### src/rtl/mgt_pkg.sv
// Package for the masked grid triangulation block.
// Holds word types, register indexes, reset values and quad case codes.
// No dependencies; every other file of the block imports it.
package mgt_pkg;

    localparam int MAX_WIDTH_DEF  = 1024;
    localparam int MAX_HEIGHT_DEF = 1024;

    localparam int IDX_W     = 20;
    localparam int CFG_W     = 11;
    localparam int CFG_IDX_W = 2;
    localparam int COUNT_W   = 2;
    localparam int CODE_W    = 4;

    localparam int ROW_WIDTH_RST    = 640;
    localparam int FRAME_HEIGHT_RST = 480;
    localparam int DIM_MIN          = 2;

    localparam logic [CFG_IDX_W-1:0] REG_ROW_WIDTH    = 2'd0;
    localparam logic [CFG_IDX_W-1:0] REG_FRAME_HEIGHT = 2'd1;

    localparam logic [CODE_W-1:0] CODE_MISS_P3 = 4'd7;
    localparam logic [CODE_W-1:0] CODE_MISS_P2 = 4'd11;
    localparam logic [CODE_W-1:0] CODE_MISS_P1 = 4'd13;
    localparam logic [CODE_W-1:0] CODE_MISS_P0 = 4'd14;
    localparam logic [CODE_W-1:0] CODE_FULL    = 4'd15;

    localparam logic [COUNT_W-1:0] COUNT_NONE = 2'd0;
    localparam logic [COUNT_W-1:0] COUNT_ONE  = 2'd1;
    localparam logic [COUNT_W-1:0] COUNT_TWO  = 2'd2;

    typedef struct packed {
        logic mask_bit;
    } mask_word_t;

    typedef struct packed {
        logic [COUNT_W-1:0] triangle_count;
        logic [IDX_W-1:0]   first_tri_a;
        logic [IDX_W-1:0]   first_tri_b;
        logic [IDX_W-1:0]   first_tri_c;
        logic [IDX_W-1:0]   second_tri_a;
        logic [IDX_W-1:0]   second_tri_b;
        logic [IDX_W-1:0]   second_tri_c;
    } mesh_word_t;

endpackage

### src/rtl/mgt_if.sv
// Handshake interfaces for the masked grid triangulation block.
// Each carries valid, ready and a word (cfg an index and data); depends on mgt_pkg.
interface mgt_mask_if;
    import mgt_pkg::*;
    logic       valid;
    logic       ready;
    mask_word_t word;
    modport source (output valid, output word, input ready);
    modport sink (input valid, input word, output ready);
endinterface

interface mgt_mesh_if;
    import mgt_pkg::*;
    logic       valid;
    logic       ready;
    mesh_word_t word;
    modport source (output valid, output word, input ready);
    modport sink (input valid, input word, output ready);
endinterface

interface mgt_cfg_if;
    import mgt_pkg::*;
    logic                 valid;
    logic                 ready;
    logic [CFG_IDX_W-1:0] index;
    logic [CFG_W-1:0]     data;
    modport source (output valid, output index, output data, input ready);
    modport sink (input valid, input index, input data, output ready);
endinterface

### src/rtl/masked_grid_triangulation.sv
// Masked grid triangulation: turns a raster stream of mask bits into triangles.
// Depends on mgt_pkg and the interfaces in mgt_if.sv.
//
// The mask channel takes one mask bit per word in raster order. Each pixel past
// the first row and column closes a 2x2 quad with the line buffer, and a quad
// with three or four set bits yields one mesh word of one or two triangles,
// given as linear pixel indices. Other pixels yield no word.
// The cfg channel writes row_width (index 0) and frame_height (index 1); it is
// always ready and is meant to be used while the block is idle.
// A pixel is accepted in every cycle while mask ready is high.
// The line buffer is written at the current column and, in the same cycle,
// read one pixel ahead so the upper bit is ready when the next pixel arrives.
// The output register holds a word until it is taken; while it is held and not
// taken, mask ready drops. Reset clears the counters, left_reg, ul_reg and the
// output valid and sets the registers to 640 by 480. The line buffer is not
// cleared; the first row of each frame writes it before it is read.
module masked_grid_triangulation #(
    parameter int MAX_WIDTH  = mgt_pkg::MAX_WIDTH_DEF,
    parameter int MAX_HEIGHT = mgt_pkg::MAX_HEIGHT_DEF
) (
    input logic         clk,
    input logic         rst_n,
    mgt_cfg_if.sink     cfg,
    mgt_mask_if.sink    mask,
    mgt_mesh_if.source  mesh
);
    import mgt_pkg::*;

    localparam int CW = $clog2(MAX_WIDTH);
    localparam int WW = $clog2(MAX_WIDTH + 1);
    localparam int RW = $clog2(MAX_HEIGHT);
    localparam int HW = $clog2(MAX_HEIGHT + 1);
    localparam logic [WW-1:0] W_RST =
        WW'((ROW_WIDTH_RST > MAX_WIDTH) ? MAX_WIDTH : ROW_WIDTH_RST);
    localparam logic [HW-1:0] H_RST =
        HW'((FRAME_HEIGHT_RST > MAX_HEIGHT) ? MAX_HEIGHT : FRAME_HEIGHT_RST);

    function automatic logic [WW-1:0] clamp_w(input logic [CFG_W-1:0] v);
        if (int'(v) < DIM_MIN)
            return WW'(DIM_MIN);
        if (int'(v) > MAX_WIDTH)
            return WW'(MAX_WIDTH);
        return WW'(v);
    endfunction

    function automatic logic [HW-1:0] clamp_h(input logic [CFG_W-1:0] v);
        if (int'(v) < DIM_MIN)
            return HW'(DIM_MIN);
        if (int'(v) > MAX_HEIGHT)
            return HW'(MAX_HEIGHT);
        return HW'(v);
    endfunction

    logic [WW-1:0]    w_reg;
    logic [HW-1:0]    h_reg;
    logic [CW-1:0]    col_reg, col_next;
    logic [RW-1:0]    row_reg, row_next;
    logic [IDX_W-1:0] pix_reg, pix_next;
    logic             left_reg;
    logic             ul_reg;
    logic             up_reg;
    logic             line_mem [MAX_WIDTH];
    logic [CW-1:0]    rd_addr;
    logic             acc;
    logic             cur;
    logic             col_wrap;
    logic             row_wrap;
    logic [CODE_W-1:0] code;
    logic [IDX_W-1:0] p0, p1, p2, p3;
    mesh_word_t       tri_word;
    mesh_word_t       mesh_word_reg;
    logic             mesh_valid_reg, mesh_valid_next;

    assign cfg.ready  = 1'b1;
    assign mask.ready = !mesh_valid_reg || mesh.ready;
    assign acc        = mask.valid && mask.ready;
    assign cur        = mask.word.mask_bit;
    assign mesh.valid = mesh_valid_reg;
    assign mesh.word  = mesh_word_reg;

    always_ff @(posedge clk or negedge rst_n)
    begin
        if (!rst_n)
        begin
            w_reg <= W_RST;
            h_reg <= H_RST;
        end
        else if (cfg.valid)
        begin
            case (cfg.index)
                REG_ROW_WIDTH:    w_reg <= clamp_w(cfg.data);
                REG_FRAME_HEIGHT: h_reg <= clamp_h(cfg.data);
                default:          ;
            endcase
        end
    end

    always_comb
    begin
        col_wrap = (int'(col_reg) + 1) >= int'(w_reg);
        row_wrap = (int'(row_reg) + 1) >= int'(h_reg);
        pix_next = pix_reg + 1'b1;
        row_next = row_reg;
        if (col_wrap)
        begin
            col_next = '0;
            if (row_wrap)
            begin
                row_next = '0;
                pix_next = '0;
            end
            else
            begin
                row_next = row_reg + 1'b1;
            end
        end
        else
        begin
            col_next = col_reg + 1'b1;
        end
        rd_addr = acc ? col_next : col_reg;
    end

    always_ff @(posedge clk)
    begin
        if (acc)
            line_mem[col_reg] <= cur;
        up_reg <= line_mem[rd_addr];
    end

    always_ff @(posedge clk or negedge rst_n)
    begin
        if (!rst_n)
        begin
            col_reg  <= '0;
            row_reg  <= '0;
            pix_reg  <= '0;
            left_reg <= 1'b0;
            ul_reg   <= 1'b0;
        end
        else if (acc)
        begin
            col_reg  <= col_next;
            row_reg  <= row_next;
            pix_reg  <= pix_next;
            left_reg <= cur;
            ul_reg   <= up_reg;
        end
    end

    always_comb
    begin
        p3   = pix_reg;
        p2   = pix_reg - 1'b1;
        p1   = pix_reg - IDX_W'(w_reg);
        p0   = pix_reg - IDX_W'(w_reg) - 1'b1;
        code = {cur, left_reg, up_reg, ul_reg};
        tri_word = '0;
        case (code)
            CODE_MISS_P3:
            begin
                tri_word.triangle_count = COUNT_ONE;
                tri_word.first_tri_a = p0;
                tri_word.first_tri_b = p2;
                tri_word.first_tri_c = p1;
            end
            CODE_MISS_P2:
            begin
                tri_word.triangle_count = COUNT_ONE;
                tri_word.first_tri_a = p0;
                tri_word.first_tri_b = p3;
                tri_word.first_tri_c = p1;
            end
            CODE_MISS_P1:
            begin
                tri_word.triangle_count = COUNT_ONE;
                tri_word.first_tri_a = p0;
                tri_word.first_tri_b = p2;
                tri_word.first_tri_c = p3;
            end
            CODE_MISS_P0:
            begin
                tri_word.triangle_count = COUNT_ONE;
                tri_word.first_tri_a = p1;
                tri_word.first_tri_b = p2;
                tri_word.first_tri_c = p3;
            end
            CODE_FULL:
            begin
                tri_word.triangle_count = COUNT_TWO;
                tri_word.first_tri_a  = p0;
                tri_word.first_tri_b  = p2;
                tri_word.first_tri_c  = p1;
                tri_word.second_tri_a = p2;
                tri_word.second_tri_b = p3;
                tri_word.second_tri_c = p1;
            end
            default: tri_word.triangle_count = COUNT_NONE;
        endcase
        if (col_reg == '0 || row_reg == '0)
            tri_word.triangle_count = COUNT_NONE;
    end

    always_comb
    begin
        mesh_valid_next = mesh_valid_reg;
        if (mesh.ready)
            mesh_valid_next = 1'b0;
        if (acc)
            mesh_valid_next = (tri_word.triangle_count != COUNT_NONE);
    end

    always_ff @(posedge clk or negedge rst_n)
    begin
        if (!rst_n)
            mesh_valid_reg <= 1'b0;
        else
            mesh_valid_reg <= mesh_valid_next;
    end

    always_ff @(posedge clk)
    begin
        if (acc)
            mesh_word_reg <= tri_word;
    end

endmodule

### src/flat_wrapper.sv
// flat-port wrapper written by rule: the top's interface ports become plain ports
module masked_grid_triangulation_flat import mgt_pkg::*;
#(
    parameter int MAX_WIDTH  = mgt_pkg::MAX_WIDTH_DEF,
    parameter int MAX_HEIGHT = mgt_pkg::MAX_HEIGHT_DEF
)
  (clk, rst_n, cfg_valid, cfg_index, cfg_data, cfg_ready, mask_valid, mask_word, mask_ready, mesh_valid, mesh_word, mesh_ready);
  mgt_cfg_if cfg_i ();
  mgt_mask_if mask_i ();
  mgt_mesh_if mesh_i ();
  input logic clk;
  input logic rst_n;
  input wire logic [$bits(cfg_i.valid)-1:0] cfg_valid;
  input wire logic [$bits(cfg_i.index)-1:0] cfg_index;
  input wire logic [$bits(cfg_i.data)-1:0] cfg_data;
  output wire logic [$bits(cfg_i.ready)-1:0] cfg_ready;
  input wire logic [$bits(mask_i.valid)-1:0] mask_valid;
  input wire logic [$bits(mask_i.word)-1:0] mask_word;
  output wire logic [$bits(mask_i.ready)-1:0] mask_ready;
  output wire logic [$bits(mesh_i.valid)-1:0] mesh_valid;
  output wire logic [$bits(mesh_i.word)-1:0] mesh_word;
  input wire logic [$bits(mesh_i.ready)-1:0] mesh_ready;
  assign cfg_i.valid = cfg_valid;
  assign cfg_i.index = cfg_index;
  assign cfg_i.data = cfg_data;
  assign cfg_ready = cfg_i.ready;
  assign mask_i.valid = mask_valid;
  assign mask_i.word = mask_word;
  assign mask_ready = mask_i.ready;
  assign mesh_valid = mesh_i.valid;
  assign mesh_word = mesh_i.word;
  assign mesh_i.ready = mesh_ready;
  masked_grid_triangulation #(.MAX_WIDTH(MAX_WIDTH), .MAX_HEIGHT(MAX_HEIGHT)) u_core (.clk(clk), .rst_n(rst_n), .cfg(cfg_i), .mask(mask_i), .mesh(mesh_i));
endmodule
### config.mk
export PLATFORM = sky130hd
export DESIGN_NAME = masked_grid_triangulation_flat
export DESIGN_NICKNAME = d
export VERILOG_FILES = /design/src/rtl/mgt_pkg.sv /design/src/rtl/mgt_if.sv /design/src/rtl/masked_grid_triangulation.sv /design/src/flat_wrapper.sv
export SDC_FILE = /design/constraint.sdc
export NUM_CORES = 2
export LEC_CHECK = 0
export ABC_AREA = 1
export BUFFER_PORTS_ARGS = -buffer_cell sky130_fd_sc_hd__buf_2
export CAP_MARGIN = 20
export CORE_ASPECT_RATIO = 1.5
export CORE_MARGIN = 5
export CORE_UTILIZATION = 25
export DETAILED_ROUTE_END_ITERATION = 12
export PLACE_DENSITY_LB_ADDON = 0.12
export SYNTH_ARGS = -nofsm -noshare
export SYNTH_HDL_FRONTEND = slang
export SYNTH_SLANG_ARGS = --single-unit
export TNS_END_PERCENT = 100
### constraint.sdc
create_clock -name clk -period 12.25 [get_ports clk]
set_input_delay 2.45 -clock clk [delete_from_list [all_inputs] [get_ports clk]]
set_output_delay 2.45 -clock clk [all_outputs]
set_load 0.005 [all_outputs]
==> impl_summary.txt <==
----------------------------------------------------
[Synthesis]
  Post-synthesis sequential element count ... 1212
  Synth Warn # ... 0
  Cell area after synthesis ... 58800 sq um
  Post-Synthesis Net Count ... 6381
  Fraction of the yosys area taken by sequential cells ... 0.614
  Adder and majority cell fraction of the synthesized area ... 0.00929
  Number of different library cells in the post-synthesis netlist ... 61
  Number of synthesized flops with an enable pin ... 1146
  Post-Synthesis Cells ... 6319
  Average cell area after synthesis ... 9.30 sq um
  Share of flip-flops with an asynchronous set or reset ... 0.0536
  Primary FF master, synth ... sky130_fd_sc_hd__edfxtp_1
  Main combinational cell family by area after synthesis ... simple AND/OR/NAND/NOR gates
  Area leader, netlist ... sky130_fd_sc_hd__edfxtp_1
  Fraction of synthesized area in multiplexers ... 0
  Top-area cell type share of the netlist area ... 0.586
  Cell types occupying the most area after synthesis ... sky130_fd_sc_hd__edfxtp_1 (59%), sky130_fd_sc_hd__nand3_1 (7.5%), sky130_fd_sc_hd__nand2_1 (7.5%)
  Post-synthesis compound-gate area fraction ... 0.0331
  Xor/xnor share of the synthesized area ... 0.00990
  Post-synthesis share of cell area spent on and, or, nand and nor gates ... 0.241

[Finish]
  Top register by number of flip-flops ... u_core.line_mem
  Layout area overhead ... 13.3%
  Flip-flop count of the largest register, all copies and words added ... 1024
  Top library cells by usage in the layout, fill and taps aside ... sky130_fd_sc_hd__nor2_1 (1162), sky130_fd_sc_hd__nand2_1 (1147), sky130_fd_sc_hd__edfxtp_1 (1146)
  Commonest non-fill, non-tap cell in the layout ... sky130_fd_sc_hd__nor2_1
  Share of layout cells above drive strength 1 ... 0.0863
  Number of nets in the layout ... 6333

[Route]
  Per-cell routed wire length ... 22.8 microns
  Wire length reported by the detailed router ... 216000 microns
  Number of vias per cell after detailed routing ... 4.61
  ANT nets after route ... 0
  Routed via count ... 43500
  Iteration count of the initial detailed-routing pass ... 7
  Iter 0 DRT Violations ... 3135
  Count of unresolved DRC violations after routing ... 0

[Floorplan]
  Initial core utilization ... 0.250
  Total number of placement rows ... 218
  Area of the die ... 245000 sq um
  Core area ... 235000 sq um
  Number of top-level pins ... 144
  Vertical die dimension ... 604 microns
  Die Span X ... 406 microns

[Global route]
  Vias in the first global route ... 43400
  Met2 routing resource usage after global routing ... 0.322
  Met1 capacity usage during global routing ... 0.205
  Most heavily used metal layer in global routing ... met2
  Maximum number of pins on one net before global-route repair ... 213
  Global route total overflow ... 0
  Overall track demand over capacity in global routing ... 0.172
  Wire length of the first global-routing pass ... 311000 microns
  Number of antenna violations at the first check in global routing ... 10
  Met3 Usage GRT ... 0.0174

[Timing]
  Setup repair after global routing missed its margin ... false
  Number of endpoints with negative hold slack in the final report ... 0
  Slew headroom ... 0.248
  Max Fclk ... 133 MHz
  Total count of max-transition violations in the final report ... 0
  Worst hold slack across all endpoints ... 0.496 ns
  Worst setup skew after layout ... 0.0426 ns
  Setup Total Neg Slack ... 0 ns
  Slew at the pin closest to its max-slew limit ... 1.13 ns
  Period utilization ... 0.614
  Crit path time final ... 7.52 ns
  Final setup violating endpoints ... 0

[Worst setup path]
  Number of buffers and inverters on the critical path ... 4
  Number of cells traversed by the worst register-to-register path ... 25
  Critical path startpoint category ... flip-flop
  Category of the critical setup timing path ... reg2reg
  Critical path endpoint category ... flip-flop
  Family with the most delay on the worst path ... simple AND/OR/NAND/NOR gates
  Critical-path maximum fanout ... 108
  Delay of the slowest critical-path stage ... 0.94 ns
  Crit path top cell by count ... sky130_fd_sc_hd__nand3_1
  Critical-path cell with the highest stage delay ... sky130_fd_sc_hd__buf_4
  Signal arrival time at the worst endpoint ... 8.21 ns
  Required arrival time at the worst endpoint ... 12.94 ns
  Instance count on the critical path ... 25

[CTS]
  Level count of the clock H-tree ... 4
  Clock Latency Late Sink ... 0.80 ns
  TritonCTS sink count ... 1212
  Clock buffer count from CTS ... 138
  Clock tree from TritonCTS ... done
  Clock slew at the register clock pins of the worst setup and hold paths ... 0.06 ns
  Hold-fix buffers, CTS ... 0
  CTS root buf ... sky130_fd_sc_hd__clkbuf_16
  Buffers inserted during post-CTS setup optimization ... 0
  Max clock buf depth ... 4
  Number of resized instances in the post-cts repair step ... 0

[Pwr]
  Power per cell area ... 231 nW/um^2
  Fraction of power consumed by combinational cells ... 0.423
  Switching fraction of total power ... 0.436
  Worst IR drop on VDD ... 266 uV
  Part of the total power dissipated in sequential elements ... 0.318
  Clk pwr share ... 0.258
  Switching power ... 6.71 mW
  Internal portion of total power ... 8.68 mW
  Static Leak ... 25.3 nW

[Hold path]
  Worst Hold Class ... reg2reg
  Number of cells traversed by the worst hold path ... 2

[Placement]
  HPWL after DPL ... 119000 microns
  Final weighted congestion of routability-driven global placement ... 0.785
  IO buf count ... 142

[Status]
  Status ... finished clean

[Flow run]
  Number of max-cap violations ... 0

----------------------------------------------------
[path summary, 6_finish.rpt]
check                      slack (ns)               to         startpoint
hold reg to reg                  0.50  u_core.h_reg[5]    u_core.h_reg[5]
setup / recovery                 4.73    u_core.up_reg  u_core.col_reg[7]
max in group asynchronous        9.63    u_core.p3[19]              rst_n
min in group asynchronous        1.52  u_core.h_reg[1]              rst_n
setup reg to reg                 4.73    u_core.up_reg  u_core.col_reg[7]
hold / removal                   0.50  u_core.h_reg[5]    u_core.h_reg[5]
[routing by layer]
metal / share of wire / up-vias
met1: 0.41 / 21800
met2: 0.52 / 980
met5: 0 / -
met3: 0.038 / 293
met4: 0.035 / 0
li1: - / 20400
[power by group through the flow]
| stage | registers, mW | logic, mW | clock network (mW) |
|---|---|---|---|
| global route | 4.92 | 7.14 | 4.24 |
| finish | 4.90 | 6.52 | 3.98 |
| global placement | 4.99 | 6.63 | 0 |
| floorplan | 4.95 | 4.18 | 0 |
| CTS | 4.90 | 6.67 | 4.11 |
| detailed placement | 4.99 | 6.65 | 0 |
[cell type report]
| type | count | area (sq um) |
|---|---|---|
| fill | 25000 | 168000 |
| sequential | 1212 | 36100 |
| multi-input combinational | 3756 | 17400 |
| tap | 3080 | 3850 |
| clock buffer | 171 | 3640 |
| inverter | 902 | 3410 |
| timing repair buffer | 261 | 1720 |
| clock inverter | 57 | 434 |
| antenna | 2 | 5.00 |
[cell families after synthesis]
family          Yosys count
simple gates           3363
buf+inv                1351
flops                  1212
fa+ha+maj                43
xor+xnor                 57
other cells               1
compound gates          292
[metrics by stage]
stage               cells   util  area (sq um)  setup slack (ns)  power, mW
finish               9441  0.284         66600              4.73       15.4
global route         9441  0.284         66600              4.26       16.3
CTS                  9439  0.284         66600              4.64       15.7
detailed placement   9211  0.266         62500              3.99       11.6
global placement     9209  0.266         62500              4.00       11.6
floorplan            6319      -         58800              4.59       9.13
[synthesized netlist by cell type, types with 6 or more instances]
master,number
sky130_fd_sc_hd__nand3_1,884
sky130_fd_sc_hd__nor2_1,1165
sky130_fd_sc_hd__o22ai_1,56
sky130_fd_sc_hd__or2_2,8
sky130_fd_sc_hd__xnor2_1,6
sky130_fd_sc_hd__edfxtp_1,1146
sky130_fd_sc_hd__buf_4,20
sky130_fd_sc_hd__a21oi_1,22
sky130_fd_sc_hd__clkinv_1,7
sky130_fd_sc_hd__dfrtp_1,59
sky130_fd_sc_hd__ha_1,42
sky130_fd_sc_hd__inv_2,9
sky130_fd_sc_hd__buf_2,161
sky130_fd_sc_hd__nor3_1,29
sky130_fd_sc_hd__inv_1,885
sky130_fd_sc_hd__dfstp_2,6
sky130_fd_sc_hd__nor2_2,9
sky130_fd_sc_hd__buf_6,12
sky130_fd_sc_hd__xor2_1,43
sky130_fd_sc_hd__nand4_1,20
sky130_fd_sc_hd__nand2_1,1174
sky130_fd_sc_hd__buf_1,41
sky130_fd_sc_hd__nand3b_1,40
sky130_fd_sc_hd__clkbuf_1,215
sky130_fd_sc_hd__nand2_2,11
sky130_fd_sc_hd__o211ai_1,132
sky130_fd_sc_hd__o21ai_0,57
[tightest hold or removal path: cells and delay by family (launching register included)]
family / cells / cell delay (ns)
AOI/OAI and AO/OA: 1 / 0.07
DFF: 1 / 0.37
and+or+nand+nor: 1 / 0.05
No activity file was read; power rests on OpenSTA's default activity.
